`src/sv/vt4_pkg.sv`:
```
package vt4_pkg;

   // Field widths of the vector, the coefficients and the internal sums.
   localparam int CompW  = 16;
   localparam int CoeffW = 16;
   localparam int ProdW  = 32;
   localparam int SumW   = 34;
   localparam int FracShift = 12;
   localparam int ShiftW = SumW - FracShift;
   localparam int NumComp = 4;
   localparam int RowW   = NumComp * CoeffW;
   localparam int CsrIdxW = 3;

   localparam logic signed [SumW-1:0] RoundHalf = SumW'(2048);
   localparam logic signed [CompW-1:0] SatMax = 16'sh7FFF;
   localparam logic signed [CompW-1:0] SatMin = 16'sh8000;

   // Register indexes of the configuration port.
   typedef enum logic [CsrIdxW-1:0] {
      CSR_OUT_X = 3'd0,
      CSR_OUT_Y = 3'd1,
      CSR_OUT_Z = 3'd2,
      CSR_OUT_W = 3'd3
   } csr_index_type;

   // Reset values of the coefficient rows form the identity matrix.
   localparam logic [RowW-1:0] ResetOutX = 64'h0000_0000_0000_1000;
   localparam logic [RowW-1:0] ResetOutY = 64'h0000_0000_1000_0000;
   localparam logic [RowW-1:0] ResetOutZ = 64'h0000_1000_0000_0000;
   localparam logic [RowW-1:0] ResetOutW = 64'h1000_0000_0000_0000;

   typedef struct packed {
      logic signed [CompW-1:0] x_in;
      logic signed [CompW-1:0] y_in;
      logic signed [CompW-1:0] z_in;
      logic signed [CompW-1:0] w_in;
      logic                    last_in;
   } req_type;

   typedef struct packed {
      logic signed [CompW-1:0] x_out;
      logic signed [CompW-1:0] y_out;
      logic signed [CompW-1:0] z_out;
      logic signed [CompW-1:0] w_out;
      logic                    saturated;
      logic                    last_out;
   } rsp_type;

   // Load enables for the two register stages inside each lane.
   typedef struct packed {
      logic en_mul;
      logic en_sum;
   } lane_ctrl_type;

endpackage

```
`src/sv/vt4_lane.sv`:
```
module vt4_lane (
   input  logic                                  clock,
   input  vt4_pkg::lane_ctrl_type                ctrl,
   input  vt4_pkg::req_type                      req,
   input  logic [vt4_pkg::RowW-1:0]              row,
   output logic signed [vt4_pkg::CompW-1:0]      result,
   output logic                                  clip
);

   logic signed [vt4_pkg::ProdW-1:0] vec_ext  [vt4_pkg::NumComp];
   logic signed [vt4_pkg::ProdW-1:0] coef_ext [vt4_pkg::NumComp];
   logic signed [vt4_pkg::ProdW-1:0] prod_in  [vt4_pkg::NumComp];
   logic signed [vt4_pkg::ProdW-1:0] prod_ff  [vt4_pkg::NumComp];
   logic signed [vt4_pkg::SumW-1:0]  prod_wide [vt4_pkg::NumComp];
   logic signed [vt4_pkg::SumW-1:0]  sum_in;
   logic signed [vt4_pkg::SumW-1:0]  sum_ff;
   logic signed [vt4_pkg::SumW-1:0]  rounded;
   logic signed [vt4_pkg::ShiftW-1:0] shifted;

   // Sign-extend the vector components and this row's coefficients, then multiply.
   always_comb begin
      vec_ext[0] = vt4_pkg::ProdW'(req.x_in);
      vec_ext[1] = vt4_pkg::ProdW'(req.y_in);
      vec_ext[2] = vt4_pkg::ProdW'(req.z_in);
      vec_ext[3] = vt4_pkg::ProdW'(req.w_in);
      for (int k = 0; k < vt4_pkg::NumComp; k++) begin
         coef_ext[k] = vt4_pkg::ProdW'($signed(row[k*vt4_pkg::CoeffW +: vt4_pkg::CoeffW]));
         prod_in[k]  = vec_ext[k] * coef_ext[k];
      end
   end

   always_ff @(posedge clock) begin
      if (ctrl.en_mul) begin
         for (int k = 0; k < vt4_pkg::NumComp; k++) begin
            prod_ff[k] <= prod_in[k];
         end
      end
   end

   // Sum the four products at full width.
   always_comb begin
      for (int k = 0; k < vt4_pkg::NumComp; k++) begin
         prod_wide[k] = vt4_pkg::SumW'(prod_ff[k]);
      end
      sum_in = prod_wide[0] + prod_wide[1] + prod_wide[2] + prod_wide[3];
   end

   always_ff @(posedge clock) begin
      if (ctrl.en_sum) begin
         sum_ff <= sum_in;
      end
   end

   // Round half up to Q8.8, then clip to the signed 16-bit range.
   always_comb begin
      rounded = sum_ff + vt4_pkg::RoundHalf;
      shifted = $signed(rounded[vt4_pkg::SumW-1:vt4_pkg::FracShift]);
      if (shifted > vt4_pkg::SatMax) begin
         result = vt4_pkg::SatMax;
         clip   = 1'b1;
      end else if (shifted < vt4_pkg::SatMin) begin
         result = vt4_pkg::SatMin;
         clip   = 1'b1;
      end else begin
         result = $signed(shifted[vt4_pkg::CompW-1:0]);
         clip   = 1'b0;
      end
   end

endmodule

```
`config.mk`:
```
export PLATFORM = sky130hd
export DESIGN_NAME = vt4_lane
export DESIGN_NICKNAME = d
export VERILOG_FILES = /design/src/sv/vt4_pkg.sv /design/src/sv/vt4_lane.sv
export SDC_FILE = /design/constraint.sdc
export NUM_CORES = 2
export LEC_CHECK = 0
export ABC_AREA = 1
export BUFFER_PORTS_ARGS = -buffer_cell sky130_fd_sc_hd__buf_2
export CORE_MARGIN = 2
export CORE_UTILIZATION = 65
export DETAILED_ROUTE_END_ITERATION = 16
export PLACE_DENSITY = 0.83
export SLEW_MARGIN = 20
export SYNTH_ARGS = -nofsm -noshare
export SYNTH_HDL_FRONTEND = slang
export SYNTH_SLANG_ARGS = --single-unit
```
`constraint.sdc`:
```
create_clock -name clock -period 6.3 [get_ports clock]
set_input_delay 0 -clock clock [delete_from_list [all_inputs] [get_ports clock]]
set_output_delay 0 -clock clock [all_outputs]
set_load 0.03 [all_outputs]
```
==> results by group <==
Run status
  • Status: finished clean

Timing
  • Final Hold Fails: 0
  • Crit path time final: 5.39 ns
  • Maximum clock rate: 186 MHz
  • Slew headroom: 46.1%
  • Worst-margin pin slew: 0.809 ns
  • Part of the cycle the worst path needs: 85.6%
  • Fin. max-slew vios: 0
  • Sum of negative setup slack: 0 ns
  • Clock Skew: 0.00955 ns
  • RSZ-0062 raised after global routing: false
  • Final setup vio count: 0

Clock tree
  • Clock net sink count: 151
  • Cts hold-fix bufs: 0
  • Resize count post-CTS: 0
  • CTS Buf Count: 17
  • Clock transition at path regs: 0.06 ns
  • TritonCTS clock tree: built
  • CTS max path bufs: 2
  • Clock latency on the worst-skew pair: 0.44 ns
  • H-tree depth: 4
  • Total setup buffers inserted after CTS: 0
  • Root buf cell: clkbuf_16

Routing
  • Wirelength, routed: 119000 um
  • Via/cell ratio: 5.45
  • Mean routed wirelength per cell: 16.9 um
  • Post-route DRC violation count: 0
  • Remaining antenna violation count after routing: 0
  • DRT iter0 DRCs: 3128
  • Vias: 38400
  • DR pass1 iterations: 6

Placement
  • Placed cell count: 7014
  • Port bufs: 147
  • DP HPWL: 101000 um
  • RePlAce Congestion: 0.953

Setup path
  • WP data arrival: 5.58 ns
  • CP Cell Sequence: buf_2 > nand2_1 > inv_1 > fa_1 > fa_1 > fa_1 > fa_1 > fa_1 > inv_1 > fa_1 > inv_1 > ha_1 > nand2_1 > o21ai_0 > a21oi_1 > or2_2 > nand3_1 > inv_1 > nand2_1 > nand2_1
  • Critical setup path kind: primary input to flip-flop
  • Setup slack, reg-to-reg: 2.88 ns
  • Largest stage delay on the critical path: 0.90 ns
  • CP dominant cell by count: fa_1
  • Worst path required time: 6.49 ns
  • Crit-path slowest cell: fa_1
  • Max FO, Critical Path: 16
  • CP startpoint kind: primary input
  • Worst setup EP type: flip-flop

Global route
  • Global route total overflow: 0
  • Largest net degree at the start of global routing: 66
  • Vias in the first global route: 40600
  • Initial antenna violation count: 1
  • Tot GR Track Use: 32.1%
  • First-pass GRT wire length: 200000 um

Synth
  • Post-synth EDFFs: 151
  • Yosys reg bits: 151
  • Synth unique cells: 36
  • Post-synth ARST share: 0%
  • Most common cell in the netlist: inv_1
  • Post-synthesis sequential area ratio: 9.10%
  • Synth warnings: 0
  • Syn_nets: 7665
  • Synth Flop Type: edfxtp_1
  • Mapped Area: 0.0498 mm^2
  • Top cell type's share of synthesized area: 44.7%
  • Top cells by count, synth: 1785 x inv_1, 1413 x nand2_1, 1112 x fa_1, 360 x ha_1, 254 x nor2_1
  • Top cells by area, synth: fa_1 45%, inv_1 13%, nand2_1 11%
  • Post-synthesis cell count: 6061
  • Largest area contributor in the synthesized netlist: fa_1
  • Mean area per synthesized cell: 8.22 um^2

Run
  • MaxCap Viol Count: 0

Cells and area
  • Share of cells above drive strength 1: 3.59%
  • Layout Area Growth over Synthesis: 3.55%
  • Final core occ: 67.9%
  • Non-Filler Instances: 7047
  • Fin nets: 7607

Floorplan
  • Die Wd: 281 um
  • Die H: 281 um
  • Num ports: 149
  • Row count: 101
  • Die Area: 0.0789 mm^2
  • Starting density of the core: 65.6%
  • CORE AREA: 0.0759 mm^2

Hold path
  • Worst min-delay path category: primary input to flip-flop
## layout make-up
| type | instances | area, um^2 |
|---|---|---|
| Multi-Input combinational cell | 3893 | 37700 |
| Inverter | 1785 | 6700 |
| Clock buffer | 17 | 425 |
| Clock inverter | 15 | 141 |
| Fill cell | 6051 | 24400 |
| Sequential cell | 151 | 4530 |
| Antenna cell | 1 | 2.50 |
| Tap cell | 1030 | 1290 |
| Timing Repair Buffer | 155 | 798 |
## sequential cells by signal (all words and copies together) (netlist names)
name and count:
prod_ff 128, sum_ff 23
## cells in the final DEF, fill, tap and decap left out, drive strengths merged
cell type / instances
a211o: 1
a211oi: 1
a21boi: 7
a21o: 20
a21oi: 184
a31oi: 5
and2: 1
buf: 155
bufinv: 1
clkbuf: 17
clkinv: 4
clkinvlp: 3
diode: 1
edfxtp: 151
fa: 1112
ha: 360
inv: 1792
nand2: 1416
nand3: 121
nand3b: 5
nand4: 27
nor2: 258
nor3: 36
nor3b: 1
nor4: 9
o211ai: 9
o21a: 4
o21ai: 109
o21bai: 21
o31ai: 4
or2: 22
xnor2: 61
xor2: 99
## metrics by stage
stage | cell area (um^2) | setup slack, ns | hold WS [ns]
after detailed placement | 51000 | 0.481 | 0.508
final | 51600 | 0.910 | 0.0540
after global routing | 51600 | 0.542 | 0.0731
after global placement | 51000 | 0.513 | 0.487
after CTS | 51600 | 0.931 | 0.0504
after floorplan | 49800 | 0.953 | 0.112
## logic make-up (layout without fill, tap and decap cells)
family,Yosys count,count (layout),synth area share [%]
buffers and inverters,2017,1972,15.2
AND/OR/NAND/NOR,1896,1896,15.1
adder cells (fa/ha/maj),1472,1472,53.7
AO/OA/AOI/OAI,365,365,4.02
XOR/XNOR,160,160,2.81
flip-flops,151,151,9.10
other,0,1,0
## routing by layer
metal | track usage (%) | vias up | share of wire (%)
met3 | 4.16 | 326 | 8.1
met4 | 9.78 | 0 | 3.1
met5 | 0 | - | 0
li1 | - | 17300 | -
met1 | 43.3 | 19100 | 39
met2 | 54.4 | 1697 | 50
## path summary, 6_finish.rpt
check,from,end,depth (start not counted)
worst max register to register,prod_ff[0][19]$_DFFE_PP_,sum_ff[32]$_DFFE_PP_,11
worst max-delay path,req[16],prod_ff[3][31]$_DFFE_PP_,20
worst min register to register,prod_ff[2][0]$_DFFE_PP_,sum_ff[22]$_DFFE_PP_,5
worst min-delay path,ctrl[0],sum_ff[14]$_DFFE_PP_,1
## worst max-delay path: cells and delay by family
kind	cells	cell delay, ns
and+or+nand+nor	6	0.79
AOI/OAI and AO/OA	2	0.41
adders and majority gates	7	3.79
buffers and inverters	5	0.57
Power is not shown: default switching activity piles up to over one toggle a cycle in this logic, so the estimate is an artifact.
