==> config.mk <==
export PLATFORM = sky130hd
export DESIGN_NAME = vt4_merge
export DESIGN_NICKNAME = d
export VERILOG_FILES = /design/src/sv/vt4_pkg.sv /design/src/sv/vt4_merge.sv
export SDC_FILE = /design/constraint.sdc
export NUM_CORES = 1
export LEC_CHECK = 0
export BUFFER_PORTS_ARGS = -buffer_cell sky130_fd_sc_hd__buf_2
export CAP_MARGIN = 15
export CORE_MARGIN = 1
export CORE_UTILIZATION = 35
export CTS_CLUSTER_DIAMETER = 80
export DETAILED_ROUTE_END_ITERATION = 8
export HOLD_SLACK_MARGIN = 0.12
export PLACE_DENSITY_LB_ADDON = 0.25
export SKIP_CTS_REPAIR_TIMING = 1
export SLEW_MARGIN = 40
export SYNTH_ARGS = -nofsm -noshare
export SYNTH_HDL_FRONTEND = slang
export SYNTH_SLANG_ARGS = --single-unit
==> constraint.sdc <==
create_clock -name clock -period 6.35 [get_ports clock]
set_clock_uncertainty 0.05 [all_clocks]
set_input_delay 0.635 -clock clock [delete_from_list [all_inputs] [get_ports clock]]
set_output_delay 0.635 -clock clock [all_outputs]
set_load 0.02 [all_outputs]
==> src/sv/vt4_pkg.sv <==
package vt4_pkg;

   // Field widths of the vector, the coefficients and the internal sums.
   localparam int CompW  = 16;
   localparam int CoeffW = 16;
   localparam int ProdW  = 32;
   localparam int SumW   = 34;
   localparam int FracShift = 12;
   localparam int ShiftW = SumW - FracShift;
   localparam int NumComp = 4;
   localparam int RowW   = NumComp * CoeffW;
   localparam int CsrIdxW = 3;

   localparam logic signed [SumW-1:0] RoundHalf = SumW'(2048);
   localparam logic signed [CompW-1:0] SatMax = 16'sh7FFF;
   localparam logic signed [CompW-1:0] SatMin = 16'sh8000;

   // Register indexes of the configuration port.
   typedef enum logic [CsrIdxW-1:0] {
      CSR_OUT_X = 3'd0,
      CSR_OUT_Y = 3'd1,
      CSR_OUT_Z = 3'd2,
      CSR_OUT_W = 3'd3
   } csr_index_type;

   // Reset values of the coefficient rows form the identity matrix.
   localparam logic [RowW-1:0] ResetOutX = 64'h0000_0000_0000_1000;
   localparam logic [RowW-1:0] ResetOutY = 64'h0000_0000_1000_0000;
   localparam logic [RowW-1:0] ResetOutZ = 64'h0000_1000_0000_0000;
   localparam logic [RowW-1:0] ResetOutW = 64'h1000_0000_0000_0000;

   typedef struct packed {
      logic signed [CompW-1:0] x_in;
      logic signed [CompW-1:0] y_in;
      logic signed [CompW-1:0] z_in;
      logic signed [CompW-1:0] w_in;
      logic                    last_in;
   } req_type;

   typedef struct packed {
      logic signed [CompW-1:0] x_out;
      logic signed [CompW-1:0] y_out;
      logic signed [CompW-1:0] z_out;
      logic signed [CompW-1:0] w_out;
      logic                    saturated;
      logic                    last_out;
   } rsp_type;

   // Load enables for the two register stages inside each lane.
   typedef struct packed {
      logic en_mul;
      logic en_sum;
   } lane_ctrl_type;

endpackage

==> src/sv/vt4_merge.sv <==
module vt4_merge (
   input  logic                                           clock,
   input  logic                                           reset,
   input  logic                                           lanes_valid,
   input  logic                                           last,
   input  logic [vt4_pkg::NumComp-1:0][vt4_pkg::CompW-1:0] lane_result,
   input  logic [vt4_pkg::NumComp-1:0]                    lane_clip,
   input  logic                                           rsp_stall,
   output logic                                           ready,
   output logic                                           rsp_valid,
   output vt4_pkg::rsp_type                               rsp_data
);

   logic             rsp_valid_ff;
   logic             rsp_valid_in;
   vt4_pkg::rsp_type rsp_ff;
   vt4_pkg::rsp_type rsp_in;

   // The output register takes a new beat when it is empty or being drained.
   always_comb begin
      ready        = !rsp_valid_ff || !rsp_stall;
      rsp_valid_in = ready ? lanes_valid : rsp_valid_ff;
      rsp_in       = rsp_ff;
      if (ready) begin
         rsp_in.x_out     = $signed(lane_result[0]);
         rsp_in.y_out     = $signed(lane_result[1]);
         rsp_in.z_out     = $signed(lane_result[2]);
         rsp_in.w_out     = $signed(lane_result[3]);
         rsp_in.saturated = |lane_clip;
         rsp_in.last_out  = last;
      end
   end

   always_ff @(posedge clock) begin
      if (reset) begin
         rsp_valid_ff <= 1'b0;
      end else begin
         rsp_valid_ff <= rsp_valid_in;
      end
   end

   always_ff @(posedge clock) begin
      rsp_ff <= rsp_in;
   end

   assign rsp_valid = rsp_valid_ff;
   assign rsp_data  = rsp_ff;

endmodule

==> flow_summary_export.csv, run 1 <==
group,metric,value,unit
outcome,status,"completed",
synth,avgSynthCellArea,28.48,sq um
grt,antenna_found_initial,0,
grt,overflow,0,
worst_setup_path,worstPathRequired,5.66,ns
final_layout,area_growth,48.89,%
synth,ys_types,6,
detailed_routing,wl_met2,1752,um
synth,seq_area_frac_synth,99.01,%
timing,fin_setup_tns,0,ns
grt,grt_max_degree,67,
hold_path,min_from,"reset",
detailed_routing,viasPerCell,4.163,
synth,mappedNetlistArea,0.002022,sq mm
synth,yosysTopAreaCell,"edfxtp_1",
final_layout,drive_gt1_share,67.54,%
detailed_routing,vias,1249,
die,row_count,27,
synth,yosys-top-cells-area,"edfxtp_1 98%, dfxtp_1 0.99%, or4_1 0.37%",
timing,hold_viol_final,0,
timing,slew_headroom,61.91,%
timing,post-route-min-period,1.675,ns
clocking,clock_insertion_delay_worst_skew,0.33,ns
grt,grt.total_usage,13.47,%
detailed_routing,drt_iter0_markers,38,
detailed_routing,drc,0,
synth,ys_ff_latch,67,
power,p_leak,1.336,nW
worst_setup_path,worstSetupStartpoint,"rsp_stall",
detailed_routing,wirelength,3860,um
die,die_y,78.01,um
worst_setup_path,arrival,0.99,ns
power,vdd.ir_drop.worst,0.0001866,V
synth,ys_warn_count,0,
grt,grt_pass1_vias,1229,
detailed_routing,wl_met3,479,um
synth,synth_nets,144,
die,start_util,36.50,%
worst_setup_path,r2r_start,"rsp_valid",
grt,grt_pass1_wl,5713,um
detailed_routing,top_layer,"met4",
timing,worst_pin_slew,0.5714,ns
timing,fmax,0.5970,GHz
worst_setup_path,critPathLaunchType,"input pin",
clocking,cts_buffer_depth,2,
place,routabilityCongestion,0.7055,
clocking,cts_tree,"yes",
power,p_per_area,314.3,mW/mm^2
final_layout,final_nets,296,
clocking,cts_htree_levels,3,
hold_path,min_path_type,"in2reg",
timing,rsz0062_at_grt,"no",
timing,final_max_slew_viol_count,0,
die,io_pins,141,
worst_setup_path,path_class,"in2out",
detailed_routing,wl_met1,1497,um
clocking,cts.sink_count,67,
power,power.total,0.0009463,W
clocking,root_buffer,"clkbuf_8",
detailed_routing,dr.pass1.iters,4,
die,dieArea,0.006085,sq mm
timing,min_period_over_period,26.38,%
detailed_routing,antenna_left,0,
worst_setup_path,crit_fanout,2,
worst_setup_path,end_kind,"primary output",
clocking,cts_buffers,9,
place,pre_cts_ws,4.439,ns
timing,whs,0.4059,ns
final_layout,n_antenna_cell,0,
clocking,clk_pin_slew,0.07,ns
timing,setup_viol,0,
final_layout,fillCellCount,471,
detailed_routing,wire_per_inst,12.87,um
run,cap_violations,0,
die,die_w,78.01,um
place,io_buffers,140,
synth,synth_top_area_share,98.02,%
die,design.core.area,0.005540,sq mm
timing,worst_slack,4.675,ns
synth,synthCells,71,
-- cells by family after synthesis --
family           count (synthesis)  synth area share, %
flip-flops                      67                99.01
AND/OR/NAND/NOR                  3               0.7424
AO/OA/AOI/OAI                    1               0.2473
-- per-stage QoR --
step	instance area, sq um	std cells	util [%]
2_1_floorplan	2022	71	-
3_3_place_gp	2823	284	50.95
3_5_place_dp	2823	284	50.95
4_1_cts	3007	300	54.27
5_1_grt	3010	300	54.34
6_report	3010	300	54.34
-- cells in the mapped netlist, drive strengths merged --
| cell type | n |
|---|---|
| dfxtp | 1 |
| or4 | 1 |
| edfxtp | 66 |
| nor2 | 1 |
| a21oi | 1 |
| nand2 | 1 |
-- per-layer routing --
layer	vias to the layer above	track usage, %
met5	-	0
met4	0	9.074
met3	11	7.176
met2	105	20.53
met1	541	14.46
li1	592	-
-- where the power goes --
part | total, W | switching (W) | internal (W)
combinational | 0.0000963 | 0.0000611 | 0.0000352
clock | 0.000325 | 0.000147 | 0.000177
sequential | 0.000525 | 0.00000627 | 0.000519
total | 0.000946 | 0.000215 | 0.000732
-- path summary, 6_finish.rpt --
| kind | end | slack (ns) | cells after the start |
|---|---|---|---|
| max reg2reg | rsp_data[53] | 5.05 | 2 |
| min reg2reg | rsp_valid | 0.49 | 2 |
| min | rsp_valid | 0.41 | 2 |
| max | ready | 4.68 | 3 |
-- sequential cells by signal (all words and copies together), names as in the netlist --
| name | flops |
|---|---|
| rsp_data | 66 |
| rsp_valid | 1 |
-- worst max-delay path, cell delays in order --
cell,delay [ns]
buf_2,0.11
nand2_2,0.07
buf_2,0.17
-- area by class of cell --
cell class | instances | area [sq um] | area share (%)
Sequential cell | 67 | 2002 | 66.50
Timing Repair Buffer | 141 | 711.9 | 23.65
Clock buffer | 10 | 127.6 | 4.239
Tap cell | 72 | 90.09 | 2.993
Clock inverter | 6 | 56.30 | 1.870
Multi-Input combinational cell | 4 | 22.52 | 0.7481
-- layout by cell type, fill, tap and decap left out --
cell type   count
dfxtp_1         1
a21oi_1         1
nor2_1          1
bufinv_16       1
buf_6           1
clkinv_1        3
or4_1           1
nand2_2         1
edfxtp_1       66
buf_2         140
clkbuf_1        1
clkinvlp_4      2
clkbuf_8        9
Note: power is estimated with default switching activity, not from simulation.
==> inputs of run 2 (changes only) <==
- clock period: 6.35 -> 1.4 ns (I/O delays scaled with it)
==> run 2 against run 1 <==
  * Global-route usage shrank 0.062 points
  * Die area is the same
  * Power grew to 4.5 times the previous value
  * Via count grew 25%
  * Sequential power grew to 4.6 times the previous value
  * Flip-flop and latch count is the same
  * Non-clock buffer count grew 73
  * Routed wire length grew 32%
  * Register-to-register slack lost 4.9 ns
  * Core utilization grew 13 points
  * Cell count grew 24%
  * Sequential share of layout area shrank 13 points
  * Highest routed layer unchanged
==> flow_summary_export.csv, run 2 (synthesis gave the netlist of run 1 again) <==
group,metric,value,unit
outcome,status,"completed",
grt,overflow,0,
clocking,cts_tree,"yes",
worst_setup_path,worst-path-buf-inv,1,
run,cap_violations,0,
timing,hold_viol_final,0,
clocking,cts_htree_levels,3,
final_layout,largest_reg_flops,66,
die,dieArea,0.006085,sq mm
final_layout,n_antenna_cell,0,
timing,final_max_slew_viol_count,0,
power,p_per_area,1137,mW/mm^2
worst_setup_path,cp_top_family,"flip-flops",
grt,grt_util_met3,6.235,%
place,io_buffers,140,
clocking,cts.sink_count,67,
worst_setup_path,cp_slowest_stage_delay,0.39,ns
timing,fmax,0.7527,GHz
die,io_pins,141,
detailed_routing,wirelength,5094,um
grt,grt_util_met1,14.42,%
grt,grt_pass1_wl,5595,um
detailed_routing,vias,1560,
hold_path,min_path_type,"in2reg",
place,routabilityCongestion,0.6991,
timing,worst_slack,0.07139,ns
hold_path,min_from,"rsp_stall",
detailed_routing,antenna_left,0,
worst_setup_path,worstPathRequired,1.21,ns
timing,setup_viol,0,
timing,whs,0.2796,ns
worst_setup_path,crit_fanout,17,
worst_setup_path,end_kind,"primary output",
place,pre_cts_ws,0.2665,ns
clocking,clock_insertion_delay_worst_skew,0.33,ns
die,start_util,36.50,%
clocking,root_buffer,"clkbuf_8",
final_layout,drive_gt1_share,51.67,%
final_layout,layout_common_cells,"140 x buf_2, 71 x dlygate4sd3_1, 66 x edfxtp_1",
timing,slew_headroom,81.44,%
final_layout,final_nets,369,
die,row_count,27,
detailed_routing,viasPerCell,4.194,
grt,grt_max_degree,20,
clocking,cts_buffers,9,
timing,post-route-min-period,1.329,ns
detailed_routing,dr.pass1.iters,4,
final_layout,final_util,67.50,%
die,design.core.area,0.005540,sq mm
die,die_y,78.01,um
power,p_leak,1.658,nW
timing,min_period_over_period,94.90,%
detailed_routing,drt_iter0_markers,50,
grt,antenna_found_initial,0,
clocking,cts_buffer_depth,2,
power,power.total,0.004253,W
timing,fin_setup_tns,0,ns
worst_setup_path,r2r_start,"rsp_valid",
timing,worst_pin_slew,0.2782,ns
die,die_w,78.01,um
grt,grt_pass1_vias,1268,
grt,top_usage_layer,"met2",
worst_setup_path,arrival,1.14,ns
worst_setup_path,path_cells,"nand2_4, buf_2",
worst_setup_path,critPathLaunchType,"register",
worst_setup_path,critPathSlowestCell,"dfxtp_1",
detailed_routing,drc,0,
detailed_routing,wire_per_inst,13.69,um
final_layout,area_growth,84.96,%
grt,met2_usage,19.47,%
worst_setup_path,worstSetupStartpoint,"rsp_valid",
power,vdd.ir_drop.worst,0.0007122,V
grt,grt.total_usage,13.41,%
clocking,clk_pin_slew,0.07,ns
final_layout,final_common_cell,"buf_2",
worst_setup_path,path_class,"reg2out",
==> run 2: changes by cell type in the layout (fill, tap and decap cells not counted) <==
cell           change
nand2_2            -1
clkinvlp_4         -2
buf_12             +3
dlygate4sd3_1     +71
nand2_4            +1
buf_6              -1
bufinv_16          -1
clkinv_2           +2
==> run 2: power by group <==
group          switching [W]  internal (W)
Combinational       0.000317      0.000302
Clock               0.000640      0.000608
Sequential         0.0000317       0.00235
==> run 2: layout make-up <==
type | instances | area [sq um]
fillers | 401 | 1800
flip-flops and latches | 67 | 2002
clock inverters | 5 | 21.27
well taps | 72 | 90.09
repair buffers | 214 | 1471
clock buffers | 10 | 127.6
multi-input cells | 4 | 27.53
==> run 2: through the flow <==
step / cell area (sq um) / cells
after floorplan: 2029 / 71
after detailed placement: 2880 / 286
after global routing: 3740 / 372
after CTS: 3029 / 301
final: 3740 / 372
after global placement: 2880 / 286
==> run 2: layer usage <==
metal	share of wire (%)	wire length, um
met1	35	1794
met2	53	2695
met3	10	529
met4	1.5	74
met5	0	0
==> run 2: path summary, 6_finish.rpt <==
| check | to | slack, ns | cells past startpoint |
|---|---|---|---|
| max | ready | 0.07 | 2 |
| min | rsp_data[16] | 0.28 | 2 |
| max reg2reg | rsp_valid | 0.14 | 3 |
| min reg2reg | rsp_data[16] | 0.71 | 1 |
==> inputs of run 3 (changes only) <==
- PLACE_DENSITY: unset -> 0.73
- PLACE_DENSITY_LB_ADDON: 0.25 -> unset
==> run 3 against run 2 <==
  * Core utilization increased by 2.4 points
  * Critical path type is now in2reg
  * Fmax shrank 1.3%
  * Global-route usage increased by 1.9 points
  * Power is 16% higher
==> flow_summary_export.csv, run 3 (synthesis gave the netlist of run 1 again) <==
group,metric,value,unit
die,row_count,27,
hold_path,min_from,"lane_result[31]",
die,io_pins,141,
clocking,clock_insertion_delay_worst_skew,0.34,ns
timing,worst_pin_slew,0.1777,ns
power,p_leak,1.723,nW
final_layout,largest_reg_flops,66,
detailed_routing,dr.pass1.iters,4,
place,dp_hpwl,3193,um
timing,min_period_over_period,96.18,%
final_layout,layout_common_cells,"140 x buf_2, 72 x dlygate4sd3_1, 66 x edfxtp_1",
final_layout,area_growth,91.58,%
clocking,cts_buffers,9,
place,routabilityCongestion,0.6907,
hold_path,min_path_type,"in2reg",
final_layout,final_nets,376,
grt,grt.total_usage,15.27,%
timing,rsz0062_at_grt,"no",
die,design.core.area,0.005540,sq mm
worst_setup_path,r2r_slack,0.08,ns
die,die_y,78.01,um
detailed_routing,vias,1622,
worst_setup_path,cp_slowest_stage_delay,0.59,ns
grt,antenna_found_initial,0,
detailed_routing,wire_per_inst,16.74,um
worst_setup_path,critPathLaunchType,"input pin",
final_layout,final_util,69.92,%
place,io_buffers,140,
timing,fmax,0.7427,GHz
grt,overflow,0,
worst_setup_path,end_kind,"register",
worst_setup_path,crit_fanout,25,
timing,hold_viol_final,0,
outcome,status,"completed",
grt,grt_pass1_wl,6313,um
timing,fin_setup_tns,0,ns
worst_setup_path,path_cells,"buf_2, dlygate4sd3_1, nand2_4, buf_4, buf_12",
timing,final_max_slew_viol_count,0,
worst_setup_path,reg2reg_to,"rsp_valid",
clocking,cts_buffer_depth,2,
power,p_per_area,1279,mW/mm^2
worst_setup_path,worstPathRequired,1.39,ns
worst_setup_path,critPathSlowestCell,"dlygate4sd3_1",
final_layout,drive_gt1_share,53.90,%
clocking,root_buffer,"clkbuf_8",
clocking,clk_pin_slew,0.08,ns
die,start_util,36.50,%
final_layout,fillCellCount,363,
final_layout,multiInputGateArea,27.53,sq um
clocking,cts.sink_count,67,
detailed_routing,wirelength,6362,um
run,cap_violations,0,
worst_setup_path,rr_worst_depth,3,
hold_path,min_path_cells,2,
power,power.total,0.004954,W
timing,slew_headroom,88.14,%
timing,setup_viol,0,
die,die_w,78.01,um
worst_setup_path,path_class,"in2reg",
detailed_routing,viasPerCell,4.268,
clocking,cts_htree_levels,3,
timing,post-route-min-period,1.347,ns
worst_setup_path,r2r_start,"rsp_valid",
final_layout,final_common_cell,"buf_2",
grt,grt_max_degree,26,
grt,grt_pass1_vias,1381,
clocking,cts_tree,"yes",
worst_setup_path,arrival,1.34,ns
detailed_routing,drc,0,
power,vdd.ir_drop.worst,0.0008172,V
final_layout,final-seq-area,0.002002,sq mm
final_layout,n_antenna_cell,0,
die,dieArea,0.006085,sq mm
detailed_routing,drt_iter0_markers,66,
detailed_routing,antenna_left,0,
hold_path,worst_hold_path.endpoint,"rsp_data[49]",
run 3: cell count changes in the layout (fill, tap and decap cells not counted), sizes merged:
cell | previous run | this run
clkbuf | 10 | 9
buf | 143 | 149
bufinv | 0 | 3
clkinv | 5 | 3
dlygate4sd3 | 71 | 72
clkinvlp | 0 | 1
run 3: layout make-up:
type	count	share of cell area [%]
well taps	72	2.326
flip-flops and latches	67	51.68
repair buffers	221	39.08
clock inverters	7	3.004
multi-input cells	4	0.7106
clock buffers	9	3.198
run 3: worst max-delay path by stage:
stage               startpoint  slack [ns]      endpoint
finish               rsp_stall        0.05  rsp_data[10]
global route         rsp_valid        0.03     rsp_valid
floorplan            rsp_valid        0.02   rsp_data[0]
detailed placement   rsp_valid        0.26   rsp_data[3]
CTS                  rsp_valid        0.05         ready
global placement     rsp_valid        0.28   rsp_data[0]
run 3: routing by layer:
metal  vias up  routed length, um  GRT usage, %
met1       767               2272         13.64
met4         0                118         10.56
met3         9                535         6.941
li1        751                  -             -
met2        95               3436         27.08
met5         -                  0             0
run 3: where the power goes:
group          switching [W]  internal, W  leakage (nW)
Clock               0.000736      0.00118         0.119
Combinational       0.000334     0.000311         0.914
Sequential         0.0000407      0.00235         0.690
run 3: metrics by stage:
step	hold WS, ns	setup slack, ns	instances	instance area (sq um)
after floorplan	0.1624	0.02158	71	2029
after global placement	0.2498	0.2811	286	2868
after detailed placement	0.2554	0.2551	286	2868
after CTS	-0.1105	0.05158	302	3108
after global routing	0.4349	0.03281	380	3874
final	0.4512	0.05348	380	3874
run 3: worst max-delay path, delay by kind of cell:
family	cells	cell delay [ns]
AND/OR/NAND/NOR	1	0.11
buffers and inverters	4	1.07
